### src/hw/rtl/srq_pkg.sv
package srq_pkg;

    // Default sizes, handed to the top-level parameters
    localparam int QUEUE_DEPTH_DEF = 16;
    localparam int ID_WIDTH_DEF    = 8;
    localparam int TIME_WIDTH_DEF  = 16;

    // Fixed width of the occupancy field
    localparam int OCC_W = 5;

    typedef enum logic [1:0] {
        FUNC_INSERT = 2'd0,
        FUNC_POP    = 2'd1,
        FUNC_REMOVE = 2'd2,
        FUNC_PEEK   = 2'd3
    } srq_func_t;

    typedef enum logic [1:0] {
        ST_OK        = 2'd0,
        ST_EMPTY     = 2'd1,
        ST_FULL      = 2'd2,
        ST_NOT_FOUND = 2'd3
    } srq_status_t;

    // Per-cycle command from the queue control to every cell
    typedef struct packed {
        logic ins;       // insert in progress (queue not full)
        logic shift_up;  // take the entry of the next cell toward the tail
    } srq_cell_ctrl_t;

    // What a cell shows its neighbors and the queue control
    typedef struct packed {
        logic valid;     // cell holds an entry
        logic key_lt;    // valid and stored key < new key
        logic id_eq;     // valid and stored id == requested id
    } srq_cell_stat_t;

endpackage

### src/hw/rtl/srq_req_if.sv
interface srq_req_if #(
    parameter int ID_WIDTH   = srq_pkg::ID_WIDTH_DEF,
    parameter int TIME_WIDTH = srq_pkg::TIME_WIDTH_DEF
);
    import srq_pkg::*;

    logic                  valid;
    logic                  ready;
    srq_func_t             func;
    logic [ID_WIDTH-1:0]   in_id;
    logic [TIME_WIDTH-1:0] in_time;

    modport source (output valid, func, in_id, in_time, input ready);
    modport sink   (input valid, func, in_id, in_time, output ready);
    modport mon    (input valid, ready, func, in_id, in_time);
endinterface

### src/hw/rtl/srq_rsp_if.sv
interface srq_rsp_if #(
    parameter int ID_WIDTH   = srq_pkg::ID_WIDTH_DEF,
    parameter int TIME_WIDTH = srq_pkg::TIME_WIDTH_DEF
);
    import srq_pkg::*;

    logic                  valid;
    logic                  ready;
    logic [ID_WIDTH-1:0]   out_id;
    logic [TIME_WIDTH-1:0] out_time;
    srq_status_t           status;
    logic [OCC_W-1:0]      occupancy;

    modport source (output valid, out_id, out_time, status, occupancy, input ready);
    modport sink   (input valid, out_id, out_time, status, occupancy, output ready);
    modport mon    (input valid, ready, out_id, out_time, status, occupancy);
endinterface

### src/hw/rtl/srq_cell.sv
module srq_cell #(
    parameter int ID_WIDTH   = srq_pkg::ID_WIDTH_DEF,
    parameter int TIME_WIDTH = srq_pkg::TIME_WIDTH_DEF
) (
    input  logic                   clk,
    input  logic                   rst_n,
    input  srq_pkg::srq_cell_ctrl_t ctrl,
    input  logic [ID_WIDTH-1:0]    new_id,
    input  logic [TIME_WIDTH-1:0]  new_key,
    // neighbor toward the head
    input  srq_pkg::srq_cell_stat_t left_stat,
    input  logic [ID_WIDTH-1:0]    left_id,
    input  logic [TIME_WIDTH-1:0]  left_key,
    // neighbor toward the tail
    input  srq_pkg::srq_cell_stat_t right_stat,
    input  logic [ID_WIDTH-1:0]    right_id,
    input  logic [TIME_WIDTH-1:0]  right_key,
    output srq_pkg::srq_cell_stat_t stat,
    output logic [ID_WIDTH-1:0]    id,
    output logic [TIME_WIDTH-1:0]  key
);
    import srq_pkg::*;

    logic                  valid_reg, valid_next;
    logic [ID_WIDTH-1:0]   id_reg, id_next;
    logic [TIME_WIDTH-1:0] key_reg, key_next;

    assign stat.valid  = valid_reg;
    assign stat.key_lt = valid_reg && (key_reg < new_key);
    assign stat.id_eq  = valid_reg && (id_reg == new_id);
    assign id  = id_reg;
    assign key = key_reg;

    // Insert: cells with smaller keys hold, the first other cell takes the
    // new entry, the rest take their head-side neighbor.
    // Removal: cells at and past the removed slot take their tail-side neighbor.
    always_comb
    begin
        valid_next = valid_reg;
        id_next    = id_reg;
        key_next   = key_reg;
        if (ctrl.ins && !stat.key_lt)
        begin
            if (left_stat.key_lt)
            begin
                valid_next = 1'b1;
                id_next    = new_id;
                key_next   = new_key;
            end
            else
            begin
                valid_next = left_stat.valid;
                id_next    = left_id;
                key_next   = left_key;
            end
        end
        else if (ctrl.shift_up)
        begin
            valid_next = right_stat.valid;
            id_next    = right_id;
            key_next   = right_key;
        end
    end

    always_ff @(posedge clk or negedge rst_n)
    begin
        if (!rst_n)
        begin
            valid_reg <= 1'b0;
        end
        else
        begin
            valid_reg <= valid_next;
        end
    end

    always_ff @(posedge clk)
    begin
        id_reg  <= id_next;
        key_reg <= key_next;
    end

endmodule

### src/hw/rtl/sorted_ready_queue.sv
// sorted_ready_queue: ascending-key ready queue built as a row of cells.
// Result: registered; it appears on rsp in the cycle after the request transfer.
// Throughput: one operation per cycle; every cell compares and shifts in the
// same cycle, so the next request is taken as soon as the result register frees.
// Reset: cell valid bits, the entry count and the result valid clear at once;
// key and id storage is not cleared and no clearing pass is needed.
module sorted_ready_queue #(
    parameter int QUEUE_DEPTH = srq_pkg::QUEUE_DEPTH_DEF,
    parameter int ID_WIDTH    = srq_pkg::ID_WIDTH_DEF,
    parameter int TIME_WIDTH  = srq_pkg::TIME_WIDTH_DEF
) (
    input  logic      clk,
    input  logic      rst_n,
    srq_req_if.sink   req,
    srq_rsp_if.source rsp
);
    import srq_pkg::*;

    localparam int CNT_W = $clog2(QUEUE_DEPTH + 1);

    // Cell row: index 0 is the head
    srq_cell_ctrl_t        ctrl;
    srq_cell_stat_t        stat [QUEUE_DEPTH];
    logic [ID_WIDTH-1:0]   ids  [QUEUE_DEPTH];
    logic [TIME_WIDTH-1:0] keys [QUEUE_DEPTH];

    logic [QUEUE_DEPTH-1:0] match;     // candidate slot for pop/peek/remove
    logic [QUEUE_DEPTH-1:0] found_le;  // a candidate at this slot or nearer the head
    logic [QUEUE_DEPTH-1:0] first;     // one-hot: the slot actually taken

    logic [CNT_W-1:0]      count_reg, count_next;
    logic                  out_valid_reg;
    logic [ID_WIDTH-1:0]   out_id_reg, out_id_next;
    logic [TIME_WIDTH-1:0] out_time_reg, out_time_next;
    srq_status_t           status_reg, status_next;
    logic [OCC_W-1:0]      occ_reg;

    logic accept;
    logic full, empty, found_any;
    logic is_ins, is_del, is_rem;
    logic [ID_WIDTH-1:0]   sel_id;
    logic [TIME_WIDTH-1:0] sel_key;

    // Result register parts the two sides: a request is taken whenever the
    // pending result is gone or leaves in this cycle.
    assign req.ready = !out_valid_reg || rsp.ready;
    assign accept    = req.valid && req.ready;

    assign full   = (count_reg == CNT_W'(QUEUE_DEPTH));
    assign empty  = (count_reg == '0);
    assign is_ins = (req.func == FUNC_INSERT);
    assign is_rem = (req.func == FUNC_REMOVE);
    assign is_del = (req.func == FUNC_POP) || is_rem;

    genvar g;
    generate
        for (g = 0; g < QUEUE_DEPTH; g++)
        begin : g_cell
            srq_cell_stat_t        l_stat, r_stat;
            logic [ID_WIDTH-1:0]   l_id, r_id;
            logic [TIME_WIDTH-1:0] l_key, r_key;

            if (g == 0)
            begin : g_head
                // head sees a virtual smaller key: insert lands here if cell 0 is not smaller
                assign l_stat = '{valid: 1'b1, key_lt: 1'b1, id_eq: 1'b0};
                assign l_id   = '0;
                assign l_key  = '0;
                assign match[g]    = is_rem ? stat[g].id_eq : stat[g].valid;
                assign found_le[g] = match[g];
                assign first[g]    = match[g];
            end
            else
            begin : g_body
                assign l_stat = stat[g-1];
                assign l_id   = ids[g-1];
                assign l_key  = keys[g-1];
                // pop and peek only ever take the head
                assign match[g]    = is_rem && stat[g].id_eq;
                assign found_le[g] = |match[g:0];
                assign first[g]    = match[g] && !found_le[g-1];
            end

            if (g == QUEUE_DEPTH - 1)
            begin : g_tail
                assign r_stat = '{valid: 1'b0, key_lt: 1'b0, id_eq: 1'b0};
                assign r_id   = '0;
                assign r_key  = '0;
            end
            else
            begin : g_mid
                assign r_stat = stat[g+1];
                assign r_id   = ids[g+1];
                assign r_key  = keys[g+1];
            end

            srq_cell_ctrl_t cell_ctrl;
            assign cell_ctrl.ins      = ctrl.ins;
            assign cell_ctrl.shift_up = ctrl.shift_up && found_le[g];

            srq_cell #(
                .ID_WIDTH   (ID_WIDTH),
                .TIME_WIDTH (TIME_WIDTH)
            ) u_cell (
                .clk        (clk),
                .rst_n      (rst_n),
                .ctrl       (cell_ctrl),
                .new_id     (req.in_id),
                .new_key    (req.in_time),
                .left_stat  (l_stat),
                .left_id    (l_id),
                .left_key   (l_key),
                .right_stat (r_stat),
                .right_id   (r_id),
                .right_key  (r_key),
                .stat       (stat[g]),
                .id         (ids[g]),
                .key        (keys[g])
            );
        end
    endgenerate

    assign found_any = found_le[QUEUE_DEPTH-1];

    // Row-wide command: only on a transfer, and only if the op changes the queue
    assign ctrl.ins      = accept && is_ins && !full;
    assign ctrl.shift_up = accept && is_del && found_any;

    // One-hot select of the taken entry
    always_comb
    begin
        sel_id  = '0;
        sel_key = '0;
        for (int i = 0; i < QUEUE_DEPTH; i++)
        begin
            sel_id  = sel_id  | (ids[i]  & {ID_WIDTH{first[i]}});
            sel_key = sel_key | (keys[i] & {TIME_WIDTH{first[i]}});
        end
    end

    // Result and count for the op in flight
    always_comb
    begin
        out_id_next   = '0;
        out_time_next = '0;
        status_next   = ST_OK;
        count_next    = count_reg;
        if (is_ins)
        begin
            if (full)
            begin
                status_next = ST_FULL;
            end
            else
            begin
                count_next = count_reg + 1'b1;
            end
        end
        else if (empty)
        begin
            status_next = ST_EMPTY;
        end
        else if (!found_any)
        begin
            status_next = ST_NOT_FOUND;
        end
        else
        begin
            out_id_next   = sel_id;
            out_time_next = sel_key;
            if (is_del)
            begin
                count_next = count_reg - 1'b1;
            end
        end
    end

    always_ff @(posedge clk or negedge rst_n)
    begin
        if (!rst_n)
        begin
            count_reg     <= '0;
            out_valid_reg <= 1'b0;
        end
        else
        begin
            if (accept)
            begin
                count_reg     <= count_next;
                out_valid_reg <= 1'b1;
            end
            else if (rsp.ready)
            begin
                out_valid_reg <= 1'b0;
            end
        end
    end

    always_ff @(posedge clk)
    begin
        if (accept)
        begin
            out_id_reg   <= out_id_next;
            out_time_reg <= out_time_next;
            status_reg   <= status_next;
            occ_reg      <= OCC_W'(count_next);
        end
    end

    assign rsp.valid     = out_valid_reg;
    assign rsp.out_id    = out_id_reg;
    assign rsp.out_time  = out_time_reg;
    assign rsp.status    = status_reg;
    assign rsp.occupancy = occ_reg;

endmodule

### src/flat_wrapper.sv
// flat-port wrapper written by rule: the top's interface ports become plain ports
module sorted_ready_queue_flat import srq_pkg::*;
#(
    parameter int QUEUE_DEPTH = srq_pkg::QUEUE_DEPTH_DEF,
    parameter int ID_WIDTH    = srq_pkg::ID_WIDTH_DEF,
    parameter int TIME_WIDTH  = srq_pkg::TIME_WIDTH_DEF
)
  (clk, rst_n, req_valid, req_func, req_in_id, req_in_time, req_ready, rsp_valid, rsp_out_id, rsp_out_time, rsp_status, rsp_occupancy, rsp_ready);
  srq_req_if #(.ID_WIDTH(ID_WIDTH), .TIME_WIDTH(TIME_WIDTH)) req_i ();
  srq_rsp_if #(.ID_WIDTH(ID_WIDTH), .TIME_WIDTH(TIME_WIDTH)) rsp_i ();
  input  logic clk;
  input  logic rst_n;
  input wire logic [$bits(req_i.valid)-1:0] req_valid;
  input wire logic [$bits(req_i.func)-1:0] req_func;
  input wire logic [$bits(req_i.in_id)-1:0] req_in_id;
  input wire logic [$bits(req_i.in_time)-1:0] req_in_time;
  output wire logic [$bits(req_i.ready)-1:0] req_ready;
  output wire logic [$bits(rsp_i.valid)-1:0] rsp_valid;
  output wire logic [$bits(rsp_i.out_id)-1:0] rsp_out_id;
  output wire logic [$bits(rsp_i.out_time)-1:0] rsp_out_time;
  output wire logic [$bits(rsp_i.status)-1:0] rsp_status;
  output wire logic [$bits(rsp_i.occupancy)-1:0] rsp_occupancy;
  input wire logic [$bits(rsp_i.ready)-1:0] rsp_ready;
  assign req_i.valid = req_valid;
  assign req_i.func = req_func;
  assign req_i.in_id = req_in_id;
  assign req_i.in_time = req_in_time;
  assign req_ready = req_i.ready;
  assign rsp_valid = rsp_i.valid;
  assign rsp_out_id = rsp_i.out_id;
  assign rsp_out_time = rsp_i.out_time;
  assign rsp_status = rsp_i.status;
  assign rsp_occupancy = rsp_i.occupancy;
  assign rsp_i.ready = rsp_ready;
  sorted_ready_queue #(.QUEUE_DEPTH(QUEUE_DEPTH), .ID_WIDTH(ID_WIDTH), .TIME_WIDTH(TIME_WIDTH)) u_core (.clk(clk), .rst_n(rst_n), .req(req_i), .rsp(rsp_i));
endmodule
### config.mk
export PLATFORM = sky130hd
export DESIGN_NAME = sorted_ready_queue_flat
export DESIGN_NICKNAME = d
export VERILOG_FILES = /design/src/hw/rtl/srq_pkg.sv /design/src/hw/rtl/srq_req_if.sv /design/src/hw/rtl/srq_rsp_if.sv /design/src/hw/rtl/srq_cell.sv /design/src/hw/rtl/sorted_ready_queue.sv /design/src/flat_wrapper.sv
export SDC_FILE = /design/constraint.sdc
export NUM_CORES = 2
export LEC_CHECK = 0
export BUFFER_PORTS_ARGS = -buffer_cell sky130_fd_sc_hd__buf_2
export CAP_MARGIN = 20
export CORE_ASPECT_RATIO = 2
export CORE_MARGIN = 3
export CORE_UTILIZATION = 60
export DETAILED_ROUTE_END_ITERATION = 6
export MAX_ROUTING_LAYER = met4
export PLACE_DENSITY_LB_ADDON = 0.1
export SYNTH_ARGS = -nofsm -noshare
export SYNTH_HDL_FRONTEND = slang
export SYNTH_SLANG_ARGS = --single-unit
export TNS_END_PERCENT = 20
### constraint.sdc
create_clock -name clk -period 4.58 [get_ports clk]
set_clock_uncertainty 0.05 [all_clocks]
set_input_delay 0.916 -clock clk [delete_from_list [all_inputs] [get_ports clk]]
set_output_delay 0.916 -clock clk [all_outputs]
set_load 0.02 [all_outputs]
After elaboration in Yosys (flattened, before gate mapping). Cells that the tools add are included.

Register bits: 437. Bits in latches: 0. Bits in writable memories: 0. Bits in read-only memories: 0. Input port bits: 30. Output and inout bits: 33. Memories: 0.

Add/subtract/negate cells: 2. Multipliers: 0. Div/mod/pow operators: 0. $lt $le $gt $ge: 16. Equality and inequality tests: 19. Shift operators: 0. Muxes and demuxes: 153. Bitwise logic cells: 63. Reduce and logical (&&, ||, !) cells: 169.

Operators with widths (count): $mux 16 (47); $mux 8 (47); $and 16x16->16 (16); $lt 16x16->1 (16); $or 16x16->16 (15); $and 8x8->8 (16); $eq 8x8->1 (16); $or 8x8->8 (15); $logic_and 1x1->1 (99); $mux 1 (50); $reduce_bool 2->1 (17); $logic_not 1->1 (33); $mux 5 (5); $reduce_or 16->1 (1); $reduce_or 15->1 (1); $reduce_or 14->1 (1); $reduce_or 13->1 (1); $reduce_or 12->1 (1); $reduce_or 11->1 (1); $reduce_or 10->1 (1); $reduce_or 9->1 (1); $mux 2 (4); $reduce_or 8->1 (1); $reduce_or 7->1 (1); other kinds (14) (16).

Logic depth before layout (Yosys ltp).
Depth after elaboration: 21. Depth in mapped cells: 13. Depth with buffers taken out: 11.

By module. A second synthesis with hierarchy kept.

Cell total of the unflattened synthesis: 3094. Area total of the unflattened synthesis: 36107.1 um2.

By module, submodules not included: srq_cell at u_core.g_cell[13].u_cell ... (instances 12, cells each 152, area each 1935.6 um2); srq_cell at u_core.g_cell[0].u_cell ... (instances 4, cells each 150, area each 1950.6 um2); sorted_ready_queue (instances 1, cells each 670, area each 5077.4 um2).

Worst setup path before layout. No wires, ideal clock.

Kind: input -> register. From: input rsp_ready. To: register u_core.g_cell[6].u_cell.id_reg[0], enable pin. Arrival time: 4.175 ns. Setup slack: -0.084 ns. Cell stages on the path: 5. Buffers on the path: 0. Cell sequence: nand2b_1 -> nand2_1 -> inv_1 -> nand2_1 -> o21ai_0.

Cells in the longest elaborated chain, start to end: 6.

Ends and longest elaborated chain: start: declaration (RTL line flat_wrapper.sv:23) `input wire logic [$bits(rsp_i.ready)-1:0] rsp_ready;`; $logic_or 1x1->1 * (RTL line sorted_ready_queue.sv:46) `assign req.ready = !out_valid_reg || rsp.ready;`; $logic_and 1x1->1 * (RTL line sorted_ready_queue.sv:47) `assign accept = req.valid && req.ready;`; named net u_core.accept (RTL line sorted_ready_queue.sv:38) `logic accept;`; $logic_and 1x1->1 (on tied branches) (2 in series) (RTL line sorted_ready_queue.sv:126, sorted_ready_queue.sv:127); $logic_and 1x1->1 (on tied branches) (RTL line srq_cell.sv:42, sorted_ready_queue.sv:99); $reduce_bool 2->1 (no line) *; end signal: assignment (RTL line srq_cell.sv:79) `id_reg <= id_next;`; end: declaration (RTL line srq_cell.sv:25) `logic [ID_WIDTH-1:0] id_reg, id_next;`.

Mark *: on every way through the listed nets, which the timed path passes. The rest lies on a longest branch. A chain may end at the register's enable or synchronous reset.

Worst setup path after layout.
From: input req_in_id[3]. To: register u_core.g_cell[1].u_cell.id_reg[0], enable pin.

Cells in the longest elaborated chain, start to end: 7.

Ends and longest elaborated chain: start: declaration (RTL line flat_wrapper.sv:15) `input wire logic [$bits(req_i.in_id)-1:0] req_in_id;`; $eq 8x8->1 (RTL line srq_cell.sv:30) `assign stat.id_eq = valid_reg && (id_reg == new_id);`; $logic_and 1x1->1 (RTL line srq_cell.sv:30); $mux 1 / $logic_and 1x1->1 (equally long branches) (RTL line sorted_ready_queue.sv:69, sorted_ready_queue.sv:79); $reduce_or 16->1 (RTL line sorted_ready_queue.sv:80) `assign found_le[g] = |match[g:0];`; $logic_and 1x1->1 (RTL line sorted_ready_queue.sv:127) `assign ctrl.shift_up = accept && is_del && found_any;`; $logic_and 1x1->1 * (RTL line sorted_ready_queue.sv:99) `assign cell_ctrl.shift_up = ctrl.shift_up && found_le[g];`; $reduce_bool 2->1 (no line) *; end signal: assignment (RTL line srq_cell.sv:79); end: declaration (RTL line srq_cell.sv:25).

Mark *: on every way between the ends. The rest lies on a longest branch, timed or not.

==> flow_summary.ini <==
[sta]
slew_violations = 0
fin_crit_ns = 3.923
rsz0062_at_grt = false
hold_viol_final = 0
setup_violations = 0
fmax_mhz = 254.9
fin_ws_ns = 0.6565
maxSlewHeadroom_pct = 24.78
tightest_slew_ns = 1.128
post-route-period-util_pct = 85.67

[critical_path]
critPathMostFrequentCell = o21ai_2
path_cells = buf_2, buf_12, xor2_1, nor4_1, nand3_1, o21ai_2, or4_4, o21ai_2, nor2_1, or2_2
setup.worst_path.class = input port to register
cp.arrival_ns = 4.11
crit_fanout = 24
ff2ff_path_depth = 8
path_buf_inv = 2
required_ns = 4.77
critPathCaptureType = register
cp_top_family = simple AND/OR/NAND/NOR gates
cpPeakStageDelay_ns = 0.60
worstReg2RegStart = u_core.g_cell[15].u_cell.id[7]
r2r_end = u_core.g_cell[1].u_cell.id[0]
critPathLaunchType = input port
regToRegSetupSlack_ns = 0.92
crit_slowest_cell = or4_4

[die]
initial_core_util_pct = 60.77
die_y_um = 330.5
fp-row-count = 118
ios = 63
dieArea_um2 = 55600
die_w_um = 168.2
core_um2 = 51970

[pwr]
power.total_w = 0.01435
p_per_area_nw_per_um2 = 416.9
seq_power_share_pct = 39.8
power_switching_w = 0.005139
cell_internal_pwr_w = 0.009213
clkPwrFrac_pct = 26.5
p_leak_nw = 13.79
vdd_ir_drop_max_uv = 655.1
power_switching_share_pct = 35.81
combPwrFrac_pct = 33.7

[layout]
multi_input_area_um2 = 17340
fillers = 4196
largest_reg_flops = 256
final_common_cell = edfxtp_1
regArea_um2 = 13010
final_cell_mix = edfxtp_1, nand2_1, o21ai_0
nNetsFinal = 3438
drive_gt1_share_pct = 12.16
syn2layout_area_growth_pct = 8.985

[route]
top_layer_used = met4
wl_um = 100300
met1Wirelength_um = 37600
vias_per_cell = 6.671
vias = 25750
wl_met3_um = 4960
drtAntennaViolNets = 0
detail_route.iter0.violations = 2163
dr.pass1.iters = 7
drc_errors = 0
wl_met2_um = 53160
wire_per_inst_um = 25.99

[clock_network]
cts_sinks = 437
cts_hold_buf = 0
htreeDepth = 2
cts_buffers = 44
cts_tree = built
cts_setup_buffers = 0
clkSlewWorstSetupHoldPaths_ns = 0.06
clockBufferDepth = 3
clk-insertion-delay-late_ns = 0.59
ctsResizeCount = 0
root_buffer = clkbuf_16

[logic_synthesis]
synth_edf_count = 415
async_reset_ff_share_pct = 5.034
synth_top_area_share_pct = 39.46
synth_ff_type = edfxtp_1
yosysTopAreaCell = edfxtp_1
ys_warn_count = 0
ys_seq_elements = 437
netlist_instances = 3142
avgSynthCellArea_um2 = 10.05
netlist-cell-type-count = 72
synth_area_leaders = edfxtp_1, mux2i_1, ha_1, o21ai_0, nand2_1
synth-seq-area-share_pct = 41.20
syn-num-nets = 3416
synthesis.area_um2 = 31580

[placement]
place_ws_ns = 0.07361
dp_hpwl_um = 77730
gp_congestion = 0.9536
placement.io_buffers = 62

[hold_path]
hp-class = input port to asynchronous set/reset pin

[global_routing]
grt_max_degree = 52
overflow = 0
grt_pass1_vias = 25840
grt_usage_pct = 36.13
antenna_found_initial = 1
grt_pass1_wl_um = 151900

[run]
drv_cap = 0

[outcome]
outcome = finished, final reports clean
-- worst reg2reg max path: cells and delay by family, from the launching register on --
kind             cells  cell delay (ns)
AO/OA/AOI/OAI        2             0.48
flip-flops           1             0.49
AND/OR/NAND/NOR      5             1.94
XOR/XNOR             1             0.31
-- worst max-delay path by stage --
stage                  from                             end  slack [ns]  cells after the start
3_5_place_dp   req_in_id[3]  u_core.g_cell[1].u_cell.key[4]        0.07                     10
4_1_cts        req_in_id[3]   u_core.g_cell[1].u_cell.id[0]        0.68                     10
6_report       req_in_id[3]   u_core.g_cell[1].u_cell.id[0]        0.66                     10
2_1_floorplan     rsp_ready   u_core.g_cell[6].u_cell.id[0]       -0.08                      5
5_1_grt        req_in_id[3]  u_core.g_cell[1].u_cell.key[6]        0.50                     10
3_3_place_gp   req_in_id[3]   u_core.g_cell[1].u_cell.id[1]        0.07                     10
-- stage by stage --
step                cells  instance area (um^2)  util, %  hold WS, ns  TNS [ns]
global route         3860                 34420    66.23       0.3519         0
detailed placement   3778                 32970    63.44       0.4913         0
finish               3860                 34420    66.23       0.3436         0
floorplan            3142                 31580        -       0.4216    -5.702
global placement     3778                 32970    63.44       0.4864         0
CTS                  3859                 34420    66.23       0.3327         0
-- cell usage after synthesis (3+ instances only) --
cell,n
clkbuf_1,141
o211ai_1,3
buf_4,19
mux2_2,50
a2bb2oi_1,48
o31ai_1,3
nand2_1,354
nand4_1,37
a21oi_1,153
a21oi_2,4
ha_1,244
a211oi_2,19
a31oi_1,32
buf_1,4
xor2_1,83
nand2b_1,35
a211oi_1,19
buf_6,17
o21ai_1,26
xnor2_1,44
mux2i_1,306
nor2b_1,22
o2111ai_1,12
and4_1,5
and3_1,38
dfrtp_1,22
nor3_2,3
o21ai_2,5
buf_2,54
and2_1,4
nand3_1,88
o21ai_0,350
o21a_1,3
a22o_1,24
a21o_1,61
or2_2,3
o21bai_1,4
a221o_1,48
a22oi_1,48
a2111oi_0,3
inv_1,66
nor3_1,42
edfxtp_1,415
nor2_1,129
nor4_1,18
-- logic make-up (layout without fill, tap and decap cells) --
family          Yosys count  in the layout  synth area share (%)
compound gates          879            879                 17.81
simple gates            797            797                 11.89
flops                   437            437                 41.20
mux                     356            356                 11.48
buf+inv                 302            359                 4.433
fa+ha+maj               244            244                 9.666
xor+xnor                127            127                 3.522
other cells               0              1                     0
-- power by group through the flow --
stage	registers, W	logic [W]	clock network [W]
6_report	0.00571	0.00484	0.00380
5_1_grt	0.00574	0.00519	0.00399
4_1_cts	0.00568	0.00479	0.00385
3_5_place_dp	0.00577	0.00477	0
3_3_place_gp	0.00574	0.00461	0
2_1_floorplan	0.00552	0.00338	0
-- cell type report --
class                   count  area share (%)
well taps                 660           2.399
diodes                      1        0.007270
clock inverters            24          0.7815
repair buffers            211           4.478
clock buffers              57           3.431
flip-flops and latches    437           37.80
inverters                  67          0.7306
multi-input cells        2403           50.37
-- layer usage --
layer / global-route usage [%] / up-vias
met5: - / -
met4: 16.00 / 0
met3: 3.499 / 261
met2: 65.24 / 1011
met1: 40.44 / 12630
li1: - / 11850
(Power assumes the default switching activity.)
